--- src/rtl/lcdnb_pkg.sv ---
`timescale 1ns / 1ps

package lcdnb_pkg;

  localparam int unsigned DefMaxMoves = 15;

  localparam logic [7:0] ByteTab        = 8'h09;
  localparam logic [7:0] CmdClear       = 8'h01;
  localparam logic [7:0] CmdHome        = 8'h02;
  localparam logic [7:0] CmdMoveLeft    = 8'h10;
  localparam logic [7:0] CmdMoveRight   = 8'h14;
  localparam logic [7:0] CmdSetCgram    = 8'h40;
  localparam logic [7:0] CmdSetDdram    = 8'h80;
  localparam logic [7:0] RowOddOffset   = 8'h40;
  localparam logic [7:0] FlagDisplayOn  = 8'h04;
  localparam logic [7:0] FlagsReset     = 8'h08;

  typedef enum logic [3:0] {
    MODE_CHAR      = 4'd0,
    MODE_CMD       = 4'd1,
    MODE_CURSOR    = 4'd2,
    MODE_FLAG      = 4'd3,
    MODE_LEFT      = 4'd4,
    MODE_RIGHT     = 4'd5,
    MODE_CLEAR     = 4'd6,
    MODE_HOME      = 4'd7,
    MODE_BACKLIGHT = 4'd8,
    MODE_CGRAM     = 4'd9,
    MODE_DATA      = 4'd10,
    MODE_NIBBLE    = 4'd11
  } mode_e;

  typedef enum logic [2:0] {
    REG_COLUMNS   = 3'd0,
    REG_ROWS      = 3'd1,
    REG_ENABLE    = 3'd2,
    REG_SELECT    = 3'd3,
    REG_PIN_MAP   = 3'd4,
    REG_BL_BIT    = 3'd5,
    REG_BL_POL    = 3'd6
  } cfg_idx_e;

  typedef enum logic [1:0] {
    ST_IDLE,
    ST_EVAL,
    ST_SEND
  } state_e;

  typedef struct packed {
    logic [3:0] mode;
    logic [7:0] value;
    logic [5:0] col;
    logic [2:0] row;
    logic [3:0] count;
    logic [1:0] flag_index;
    logic       flag_on;
  } in_t;

  typedef struct packed {
    logic [7:0] bus_byte;
    logic       end_of_transfer;
    logic       last;
  } out_t;

  typedef struct packed {
    logic [6:0]  columns;
    logic [2:0]  rows_in_use;
    logic [2:0]  enable_bit;
    logic [2:0]  select_bit;
    logic [11:0] data_pin_map;
    logic [2:0]  backlight_bit;
    logic        backlight_polarity;
  } cfg_t;

  typedef struct packed {
    logic       load;
    logic       eval;
    logic       emit;
    logic [1:0] phase;
  } cmd_t;

  typedef struct packed {
    logic send_now;
    logic nibble;
    logic final_send;
    logic out_free;
  } sts_t;

  function automatic logic [7:0] map_nibble(input logic [3:0] nib, input logic [11:0] pin_map);
    logic [7:0] r;
    r = 8'h00;
    for (int i = 0; i < 4; i++) begin
      if (nib[i]) begin
        r = r | (8'h01 << pin_map[3*i +: 3]);
      end
    end
    return r;
  endfunction

endpackage

--- src/rtl/lcdnb_cfg.sv ---
`timescale 1ns / 1ps

module lcdnb_cfg (
  input  logic               clk_i,
  input  logic               rst_ni,
  input  logic               cfg_valid_i,
  output logic               cfg_ready_o,
  input  logic [2:0]         cfg_index_i,
  input  logic [11:0]        cfg_data_i,
  output lcdnb_pkg::cfg_t    cfg_o
);

  lcdnb_pkg::cfg_t cfg_q;

  assign cfg_ready_o = 1'b1;
  assign cfg_o       = cfg_q;

  always_ff @(posedge clk_i or negedge rst_ni) begin
    if (!rst_ni) begin
      cfg_q.columns            <= 7'd20;
      cfg_q.rows_in_use        <= 3'd4;
      cfg_q.enable_bit         <= 3'd2;
      cfg_q.select_bit         <= 3'd0;
      cfg_q.data_pin_map       <= 12'd4012;
      cfg_q.backlight_bit      <= 3'd3;
      cfg_q.backlight_polarity <= 1'b1;
    end else if (cfg_valid_i) begin
      unique case (lcdnb_pkg::cfg_idx_e'(cfg_index_i))
        lcdnb_pkg::REG_COLUMNS: cfg_q.columns            <= cfg_data_i[6:0];
        lcdnb_pkg::REG_ROWS:    cfg_q.rows_in_use        <= cfg_data_i[2:0];
        lcdnb_pkg::REG_ENABLE:  cfg_q.enable_bit         <= cfg_data_i[2:0];
        lcdnb_pkg::REG_SELECT:  cfg_q.select_bit         <= cfg_data_i[2:0];
        lcdnb_pkg::REG_PIN_MAP: cfg_q.data_pin_map       <= cfg_data_i;
        lcdnb_pkg::REG_BL_BIT:  cfg_q.backlight_bit      <= cfg_data_i[2:0];
        lcdnb_pkg::REG_BL_POL:  cfg_q.backlight_polarity <= cfg_data_i[0];
        default: ;
      endcase
    end
  end

endmodule

--- src/rtl/lcdnb_ctrl.sv ---
`timescale 1ns / 1ps

module lcdnb_ctrl (
  input  logic            clk_i,
  input  logic            rst_ni,
  input  logic            in_valid_i,
  output logic            in_stall_o,
  input  lcdnb_pkg::sts_t sts_i,
  output lcdnb_pkg::cmd_t cmd_o
);

  lcdnb_pkg::state_e state_q, state_d;
  logic [1:0]        phase_q, phase_d;
  logic [1:0]        end_phase;

  assign end_phase = sts_i.nibble ? 2'd1 : 2'd3;

  always_ff @(posedge clk_i or negedge rst_ni) begin
    if (!rst_ni) begin
      state_q <= lcdnb_pkg::ST_IDLE;
      phase_q <= 2'd0;
    end else begin
      state_q <= state_d;
      phase_q <= phase_d;
    end
  end

  always_comb begin
    state_d = state_q;
    phase_d = phase_q;
    unique case (state_q)
      lcdnb_pkg::ST_IDLE: begin
        if (in_valid_i) begin
          state_d = lcdnb_pkg::ST_EVAL;
        end
      end
      lcdnb_pkg::ST_EVAL: begin
        phase_d = 2'd0;
        state_d = sts_i.send_now ? lcdnb_pkg::ST_SEND : lcdnb_pkg::ST_IDLE;
      end
      lcdnb_pkg::ST_SEND: begin
        if (sts_i.out_free) begin
          phase_d = phase_q + 2'd1;
          if (phase_q == end_phase) begin
            state_d = sts_i.final_send ? lcdnb_pkg::ST_IDLE : lcdnb_pkg::ST_EVAL;
          end
        end
      end
      default: state_d = lcdnb_pkg::ST_IDLE;
    endcase
  end

  always_comb begin
    in_stall_o   = (state_q != lcdnb_pkg::ST_IDLE);
    cmd_o.load   = (state_q == lcdnb_pkg::ST_IDLE) && in_valid_i;
    cmd_o.eval   = (state_q == lcdnb_pkg::ST_EVAL);
    cmd_o.emit   = (state_q == lcdnb_pkg::ST_SEND) && sts_i.out_free;
    cmd_o.phase  = phase_q;
  end

endmodule

--- src/rtl/lcdnb_dp.sv ---
`timescale 1ns / 1ps

module lcdnb_dp #(
  parameter int unsigned MaxMoves = lcdnb_pkg::DefMaxMoves
) (
  input  logic            clk_i,
  input  logic            rst_ni,
  input  lcdnb_pkg::cfg_t cfg_i,
  input  lcdnb_pkg::in_t  in_data_i,
  input  lcdnb_pkg::cmd_t cmd_i,
  output lcdnb_pkg::sts_t sts_o,
  input  logic            out_stall_i,
  output logic            out_valid_o,
  output lcdnb_pkg::out_t out_data_o
);

  lcdnb_pkg::in_t  it_q;
  logic [3:0]      cnt_q;
  logic [6:0]      cur_q;
  logic [7:0]      flags_q;
  logic            bl_q;
  logic [7:0]      byte_q;
  logic [7:0]      base_q;
  logic            nibble_q;
  logic            final_q;
  logic            out_valid_q;
  lcdnb_pkg::out_t out_q;

  // evaluation of the next send
  logic       ev_send;
  logic       ev_data;
  logic       ev_nibble;
  logic       ev_more;
  logic [7:0] ev_byte;
  logic [6:0] ev_cur;
  logic [7:0] ev_flags;
  logic       ev_bl;
  logic [7:0] ev_base;
  logic [6:0] cur_inc;
  logic [6:0] cur_dec;
  logic [3:0] cnt_dec;
  logic [7:0] fmask;
  logic [7:0] offset;
  logic [3:0] count_clamped;

  assign cur_inc = cur_q + 7'd1;
  assign cur_dec = cur_q - 7'd1;
  assign cnt_dec = cnt_q - 4'd1;
  assign fmask   = 8'h01 << it_q.flag_index;
  assign offset  = {2'b00, it_q.col}
                 + (it_q.row[0] ? lcdnb_pkg::RowOddOffset : 8'h00)
                 + (it_q.row[1] ? {1'b0, cfg_i.columns} : 8'h00);
  assign count_clamped = (in_data_i.count > 4'(MaxMoves)) ? 4'(MaxMoves) : in_data_i.count;

  always_comb begin
    ev_send   = 1'b0;
    ev_data   = 1'b0;
    ev_nibble = 1'b0;
    ev_more   = 1'b0;
    ev_byte   = 8'h00;
    ev_cur    = cur_q;
    ev_flags  = flags_q;
    ev_bl     = bl_q;
    unique case (lcdnb_pkg::mode_e'(it_q.mode))
      lcdnb_pkg::MODE_CHAR: begin
        ev_cur = cur_inc;
        if (it_q.value == lcdnb_pkg::ByteTab) begin
          ev_send = (cur_q[1:0] != 2'd0) && (cur_q < cfg_i.columns);
          ev_byte = lcdnb_pkg::CmdMoveRight;
          ev_more = (cur_inc[1:0] != 2'd0) && (cur_inc < cfg_i.columns);
        end else begin
          ev_send = (cur_q < cfg_i.columns);
          ev_byte = it_q.value;
          ev_data = 1'b1;
        end
      end
      lcdnb_pkg::MODE_CMD: begin
        ev_send = 1'b1;
        ev_byte = it_q.value;
      end
      lcdnb_pkg::MODE_CURSOR: begin
        ev_send = ({1'b0, it_q.col} < cfg_i.columns) && (it_q.row < cfg_i.rows_in_use);
        ev_byte = lcdnb_pkg::CmdSetDdram | offset;
        ev_cur  = {1'b0, it_q.col};
      end
      lcdnb_pkg::MODE_FLAG: begin
        ev_send  = (it_q.flag_index != 2'd3);
        ev_flags = it_q.flag_on ? (flags_q | fmask) : (flags_q & ~fmask);
        ev_byte  = ev_flags;
      end
      lcdnb_pkg::MODE_LEFT: begin
        ev_send = (cnt_q != 4'd0) && (cur_q != 7'd0);
        ev_byte = lcdnb_pkg::CmdMoveLeft;
        ev_cur  = cur_dec;
        ev_more = (cnt_dec != 4'd0) && (cur_dec != 7'd0);
      end
      lcdnb_pkg::MODE_RIGHT: begin
        ev_send = (cnt_q != 4'd0) && (cur_q < cfg_i.columns);
        ev_byte = lcdnb_pkg::CmdMoveRight;
        ev_cur  = cur_inc;
        ev_more = (cnt_dec != 4'd0) && (cur_inc < cfg_i.columns);
      end
      lcdnb_pkg::MODE_CLEAR: begin
        ev_send = 1'b1;
        ev_byte = lcdnb_pkg::CmdClear;
        ev_cur  = 7'd0;
      end
      lcdnb_pkg::MODE_HOME: begin
        ev_send = 1'b1;
        ev_byte = lcdnb_pkg::CmdHome;
        ev_cur  = 7'd0;
      end
      lcdnb_pkg::MODE_BACKLIGHT: begin
        ev_send  = 1'b1;
        ev_bl    = (it_q.flag_on == cfg_i.backlight_polarity);
        ev_flags = ev_bl ? (flags_q | lcdnb_pkg::FlagDisplayOn)
                         : (flags_q & ~lcdnb_pkg::FlagDisplayOn);
        ev_byte  = ev_flags;
      end
      lcdnb_pkg::MODE_CGRAM: begin
        ev_send = 1'b1;
        ev_byte = lcdnb_pkg::CmdSetCgram | {2'b00, it_q.value[2:0], 3'b000};
      end
      lcdnb_pkg::MODE_DATA: begin
        ev_send = 1'b1;
        ev_byte = it_q.value;
        ev_data = 1'b1;
      end
      lcdnb_pkg::MODE_NIBBLE: begin
        ev_send   = 1'b1;
        ev_nibble = 1'b1;
        ev_byte   = {it_q.value[3:0], it_q.value[3:0]};
      end
      default: ;
    endcase
    ev_base = (ev_data ? (8'h01 << cfg_i.select_bit) : 8'h00)
            | (ev_bl ? (8'h01 << cfg_i.backlight_bit) : 8'h00);
    if (ev_nibble) begin
      ev_base = 8'h00;
    end
  end

  always_ff @(posedge clk_i or negedge rst_ni) begin
    if (!rst_ni) begin
      cur_q   <= 7'd0;
      flags_q <= lcdnb_pkg::FlagsReset;
      bl_q    <= 1'b0;
    end else if (cmd_i.eval && ev_send) begin
      cur_q   <= ev_cur;
      flags_q <= ev_flags;
      bl_q    <= ev_bl;
    end
  end

  always_ff @(posedge clk_i) begin
    if (cmd_i.load) begin
      it_q  <= in_data_i;
      cnt_q <= count_clamped;
    end else if (cmd_i.eval) begin
      cnt_q <= cnt_dec;
    end
    if (cmd_i.eval) begin
      byte_q   <= ev_byte;
      base_q   <= ev_base;
      nibble_q <= ev_nibble;
      final_q  <= !ev_more;
    end
  end

  // byte assembly for the current phase
  logic [3:0] sel_nib;
  logic [7:0] pattern;
  logic [7:0] en_mask;

  assign sel_nib = cmd_i.phase[1] ? byte_q[3:0] : byte_q[7:4];
  assign pattern = base_q | lcdnb_pkg::map_nibble(sel_nib, cfg_i.data_pin_map);
  assign en_mask = 8'h01 << cfg_i.enable_bit;

  always_ff @(posedge clk_i or negedge rst_ni) begin
    if (!rst_ni) begin
      out_valid_q <= 1'b0;
    end else if (cmd_i.emit) begin
      out_valid_q <= 1'b1;
    end else if (!out_stall_i) begin
      out_valid_q <= 1'b0;
    end
  end

  always_ff @(posedge clk_i) begin
    if (cmd_i.emit) begin
      out_q.bus_byte        <= cmd_i.phase[0] ? pattern : (pattern | en_mask);
      out_q.end_of_transfer <= nibble_q || (cmd_i.phase == 2'd3);
      out_q.last            <= final_q && (nibble_q ? (cmd_i.phase == 2'd1)
                                                    : (cmd_i.phase == 2'd3));
    end
  end

  assign out_valid_o       = out_valid_q;
  assign out_data_o        = out_q;
  assign sts_o.send_now    = ev_send;
  assign sts_o.nibble      = nibble_q;
  assign sts_o.final_send  = final_q;
  assign sts_o.out_free    = !out_valid_q || !out_stall_i;

endmodule

--- src/rtl/char_lcd_nibble_bus_encoder_unit.sv ---
`timescale 1ns / 1ps
// flow: the item is loaded while idle, evaluated in the EVAL state, then its bytes are registered in SEND
// each lcd send is one evaluation followed by four expander bytes, an init nibble by two bytes
// an item may make several sends (repeated moves, tabs) or none, then the block returns to idle
// output stalls hold the SEND state; one item is worked on at a time
// reset: cursor column 0, display flags 0x08, backlight off, configuration to defaults
module char_lcd_nibble_bus_encoder_unit #(
  parameter int unsigned MaxMoves = lcdnb_pkg::DefMaxMoves
) (
  input  logic            clk_i,
  input  logic            rst_ni,
  input  logic            in_valid_i,
  output logic            in_stall_o,
  input  lcdnb_pkg::in_t  in_data_i,
  output logic            out_valid_o,
  input  logic            out_stall_i,
  output lcdnb_pkg::out_t out_data_o,
  input  logic            cfg_valid_i,
  output logic            cfg_ready_o,
  input  logic [2:0]      cfg_index_i,
  input  logic [11:0]     cfg_data_i
);

  lcdnb_pkg::cfg_t cfg;
  lcdnb_pkg::cmd_t cmd;
  lcdnb_pkg::sts_t sts;

  lcdnb_cfg u_cfg (
    .clk_i       (clk_i),
    .rst_ni      (rst_ni),
    .cfg_valid_i (cfg_valid_i),
    .cfg_ready_o (cfg_ready_o),
    .cfg_index_i (cfg_index_i),
    .cfg_data_i  (cfg_data_i),
    .cfg_o       (cfg)
  );

  lcdnb_ctrl u_ctrl (
    .clk_i      (clk_i),
    .rst_ni     (rst_ni),
    .in_valid_i (in_valid_i),
    .in_stall_o (in_stall_o),
    .sts_i      (sts),
    .cmd_o      (cmd)
  );

  lcdnb_dp #(
    .MaxMoves (MaxMoves)
  ) u_dp (
    .clk_i       (clk_i),
    .rst_ni      (rst_ni),
    .cfg_i       (cfg),
    .in_data_i   (in_data_i),
    .cmd_i       (cmd),
    .sts_o       (sts),
    .out_stall_i (out_stall_i),
    .out_valid_o (out_valid_o),
    .out_data_o  (out_data_o)
  );

  a_busy_after_accept: assert property (@(posedge clk_i) disable iff (!rst_ni)
    in_valid_i && !in_stall_o |=> in_stall_o)
    else $error("item taken without going busy");

  a_send_continues: assert property (@(posedge clk_i) disable iff (!rst_ni)
    out_valid_o && !out_stall_i && !out_data_o.end_of_transfer |=> out_valid_o)
    else $error("gap inside an lcd send");

  a_pending_not_last_busy: assert property (@(posedge clk_i) disable iff (!rst_ni)
    out_valid_o && !out_data_o.last |-> in_stall_o)
    else $error("block idle with item results still to come");

  a_last_has_stop: assert property (@(posedge clk_i) disable iff (!rst_ni)
    out_valid_o && out_data_o.last |-> out_data_o.end_of_transfer)
    else $error("final byte without bus stop");

endmodule
--- config.mk ---
export PLATFORM = sky130hd
export DESIGN_NAME = char_lcd_nibble_bus_encoder_unit
export DESIGN_NICKNAME = d
export VERILOG_FILES = /design/src/rtl/lcdnb_pkg.sv /design/src/rtl/lcdnb_cfg.sv /design/src/rtl/lcdnb_ctrl.sv /design/src/rtl/lcdnb_dp.sv /design/src/rtl/char_lcd_nibble_bus_encoder_unit.sv
export SDC_FILE = /design/constraint.sdc
export NUM_CORES = 1
export LEC_CHECK = 0
export ABC_CLOCK_PERIOD_IN_PS = 2600
export BUFFER_PORTS_ARGS = -buffer_cell sky130_fd_sc_hd__buf_4
export CAP_MARGIN = 25
export CORE_ASPECT_RATIO = 1.4
export CORE_MARGIN = 4
export CORE_UTILIZATION = 54
export CTS_BUF_LIST = sky130_fd_sc_hd__clkbuf_16
export CTS_CLUSTER_DIAMETER = 40
export CTS_CLUSTER_SIZE = 24
export DETAILED_ROUTE_END_ITERATION = 8
export GPL_TIMING_DRIVEN = 1
export PLACE_DENSITY = 0.77
export RECOVER_POWER = 25
export SYNTH_ARGS = -nofsm -noshare
export SYNTH_HDL_FRONTEND = slang
export SYNTH_HIERARCHICAL = 1
export SYNTH_SLANG_ARGS = --single-unit
--- constraint.sdc ---
create_clock -name clk_i -period 2.6 [get_ports clk_i]
set_input_delay 0.52 -clock clk_i [delete_from_list [all_inputs] [get_ports clk_i]]
set_output_delay 0.52 -clock clk_i [all_outputs]
set_load 0.05 [all_outputs]
==> parameters.txt <==
Parameter                              Value

GRT
  Pin count of the biggest net entering global routing ... 50
  First-pass GRT wire length ... approximately 25000 µm
  Overall overflow remaining after global route ... 0
  Antenna violations before repair ... 0
  All-Layer GR Usage ... 24.0%
  Via count of the first global-routing pass ... around 5000

Clock network
  CTS root buf ... sky130_fd_sc_hd__clkbuf_16
  Clock tree from TritonCTS ... yes
  H-tree Lvls ... 3
  Clock edge transition at the registers on the reported setup and hold paths ... about 0.070 ns
  Total of cells resized after clock tree synthesis ... 0
  Number of buffers inserted for hold repair after clock tree synthesis ... 0
  # clock sinks ... around 110
  Clock buffers created by TritonCTS ... 9
  Maximum number of buffers from clock root to sink ... 2
  Number of post-CTS setup repair buffers ... 0
  Clk_lat worst skew ... 0.35 ns

Drt
  Number of detailed-routing iterations run before antenna repair ... 5
  DRC violations left ... 0
  Post-detailed-routing wire length ... between 15000 and 20000 µm
  Number of vias in the routed layout ... around 4800
  Avg WL per Cell ... slightly below 20 µm
  Iteration-0 DRC count of the detailed router ... 306
  Ratio of routed vias to standard cells ... between 6 and 7
  Routed Antenna Nets ... 0

Setup path
  Buf+Inv Stages, Crit Path ... 0
  Kind of start point of the critical path ... flip-flop
  Top cell by count, worst path ... sky130_fd_sc_hd__a21oi_1
  CP Capture Type ... flip-flop
  Sequence of cells on the critical path ... and2_1 > ha_1 > a21o_1 > a21oi_1 > o21bai_1 > a21oi_1 > xnor2_1 > a221oi_1 > nor3_1
  Worst setup path category ... reg -> reg
  Arrival time reported for the critical path endpoint ... between 2 and 3 ns
  Worst Path Required ... 2.69 ns
  Slowest stage delay, CP ... slightly above 0.5 ns
  Slowest cell on crit path ... sky130_fd_sc_hd__edfxtp_1
  Largest driver fanout on the critical path ... 8
  Top delay family on crit path ... compound AO/OA/AOI/OAI gates

Pwr
  Total power after layout ... around 7300 µW
  Leakage power summed over all cells ... 0.00297 µW
  Maximum vdd drop ... 0.000473 V
  Power density of the placed cells ... 1010 mW/mm²

Cells and area
  P&R area growth vs syn ... 15.8%
  Fin nets ... about 720
  Most frequent cells in the layout ... sky130_fd_sc_hd__edfxtp_1, sky130_fd_sc_hd__buf_4, sky130_fd_sc_hd__nor2_1
  Commonest non-fill, non-tap cell in the layout ... sky130_fd_sc_hd__edfxtp_1
  Share of post-route cells with drive strength above 1 ... 26.7%
  Post-route insts no fill ... slightly below 800
  Count of antenna diodes in the layout ... 0

Die
  Total I/O pin count ... around 60
  Die Width ... ~99 µm
  Core Region ... between 0.01 and 0.015 mm²
  Die height ... about 140 µm
  Effective utilization at floorplan ... 55.0%
  Die footprint ... ~0.013 mm²
  Number of cell rows ... between 40 and 50

Synth
  Cell area after synthesis ... 0.00624 mm²
  Yosys top cell area share ... between 20% and 30%
  Fraction of registers with async set/reset ... 46.7%
  Number of nets produced by synthesis ... roughly 650
  Largest area contributor in the synthesized netlist ... sky130_fd_sc_hd__edfxtp_1
  Most used flip-flop cell after synthesis ... sky130_fd_sc_hd__edfxtp_1
  Yosys warns ... 6
  Biggest area contributors in the synthesized netlist ... sky130_fd_sc_hd__edfxtp_1, sky130_fd_sc_hd__dfrtp_1, sky130_fd_sc_hd__dfstp_2, sky130_fd_sc_hd__ha_1, sky130_fd_sc_hd__mux2_2
  Number of distinct library cells after synthesis ... 73
  Portion of the post-synthesis area used by sequential elements ... between 40% and 50%
  Synth Area per Inst ... roughly 11 µm²
  Post-Syn Instances ... between 500 and 600
  Number of synthesized flops with an enable pin ... 56
  Flop and latch count out of synthesis ... around 110

Timing
  Setup repair after global routing missed its margin ... no
  Normalized max-slew margin ... between 10% and 20%
  Post-layout minimum cycle time ... between 2 and 2.5 ns
  Slew at the pin closest to its max-slew limit ... approximately 1.3 ns
  Number of endpoints with negative hold slack in the final report ... 0
  Final cycle utilization of the critical path ... between 90 and 100%
  Final setup vio count ... 0
  Setup Total Neg Slack ... 0 ns
  Number of slew-limit violations in the final report ... 0
  Worst setup skew after layout ... between 0.008 and 0.009 ns
  FMAX ... 0.416 GHz
  Final worst slack ... 0.194 ns

Placement
  Count of buffers inserted at the top-level ports ... roughly 60
  Worst setup timing slack at the placement stage ... approximately 0.23 ns
  HPWL Detailed ... about 12000 µm
  Placer Congestion ... about 0.97
  Placed cell count ... 775

Outcome
  Outcome ... finished clean

Flow run
  Number of maximum-capacitance violations ... 0

Hold path
  Hold Path Class ... in -> reg
[layer usage]
layer	GRT usage [%]	up-vias	routed length, µm
met5	0	-	0
met2	43.6	163	8260
met3	3.86	51	632
met4	14.0	0	832
li1	-	2263	-
met1	25.9	2310	5860
[through the flow]
step                util (%)  instance area, µm²  hold slack (ns)
floorplan                  -                6240            0.224
global placement        60.9                6910            0.366
detailed placement      60.9                6910            0.368
CTS                     63.7                7230            0.220
global route            63.7                7220            0.347
finish                  63.7                7220            0.364
[cells by family after synthesis]
family	Yosys count	synth area share (%)
AOI/OAI and AO/OA	131	14.1
xor gates and xnor gates	18	2.53
adders and majority gates	33	6.74
buffers and inverters	49	3.51
DFF	105	46.9
muxes	48	9.05
other	1	0.0601
and+or+nand+nor	187	17.1
[flip-flops by register name (all words and copies together), names as in the netlist, 2 cells and up]
signal	count
u_ctrl/state_q	2
u_dp/it_q	24
u_cfg/cfg_o	32
u_dp/base_q	8
u_ctrl/phase_q	2
u_dp/cur_q	7
u_dp/byte_q	8
u_dp/flags_q	4
u_dp/out_data_o	10
u_dp/cnt_q	4
[layout make-up]
cell class              instances  area (µm²)
clock buffers                  10         250
clock inverters                 6        68.8
fillers                       938        4110
inverters                      28         105
multi-input cells             418        3090
flip-flops and latches        105        2930
well taps                     144         180
repair buffers                 80         598
[final timing paths]
path | cells past startpoint | slack (ns) | end | from
worst max-delay path | 9 | 0.19 | u_dp/byte_q[5] | u_dp/it_q[8]
worst min-delay path | 1 | 0.36 | u_dp/it_q[1] | in_data_i[1]
worst max register to register | 9 | 0.19 | u_dp/byte_q[5] | u_dp/it_q[8]
worst min register to register | 0 | 0.39 | u_dp/flags_q[3] | u_dp/flags_q[3]
max in group asynchronous | 1 | 1.38 | u_dp/flags_q[0] | rst_ni
min in group asynchronous | 1 | 0.43 | u_dp/out_valid_o | rst_ni
[power breakdown]
group	switching [µW]	internal, µW
registers	472	2400
logic	1700	1240
clock network	635	817
total	2810	4460
[synthesized netlist by cell type (5+ instances only)]
cell type	number
sky130_fd_sc_hd__edfxtp_1	56
sky130_fd_sc_hd__nor2_1	39
sky130_fd_sc_hd__nand2_1	37
sky130_fd_sc_hd__dfrtp_1	33
sky130_fd_sc_hd__a21oi_1	32
sky130_fd_sc_hd__ha_1	32
sky130_fd_sc_hd__inv_1	27
sky130_fd_sc_hd__mux2_2	27
sky130_fd_sc_hd__o21ai_0	25
sky130_fd_sc_hd__nand3_1	19
sky130_fd_sc_hd__dfstp_2	16
sky130_fd_sc_hd__xnor2_1	13
sky130_fd_sc_hd__nand2b_1	12
sky130_fd_sc_hd__clkbuf_1	11
sky130_fd_sc_hd__mux2i_1	11
sky130_fd_sc_hd__nand3b_1	11
sky130_fd_sc_hd__mux2_4	10
sky130_fd_sc_hd__a21o_1	8
sky130_fd_sc_hd__a31oi_1	8
sky130_fd_sc_hd__nor3_1	8
sky130_fd_sc_hd__a221oi_1	7
sky130_fd_sc_hd__a22oi_1	7
sky130_fd_sc_hd__and2_1	7
sky130_fd_sc_hd__nor2b_1	7
sky130_fd_sc_hd__nor3b_1	6
sky130_fd_sc_hd__or3_1	6
sky130_fd_sc_hd__o22a_1	5
sky130_fd_sc_hd__xor2_1	5
(Power assumes the default switching activity.)
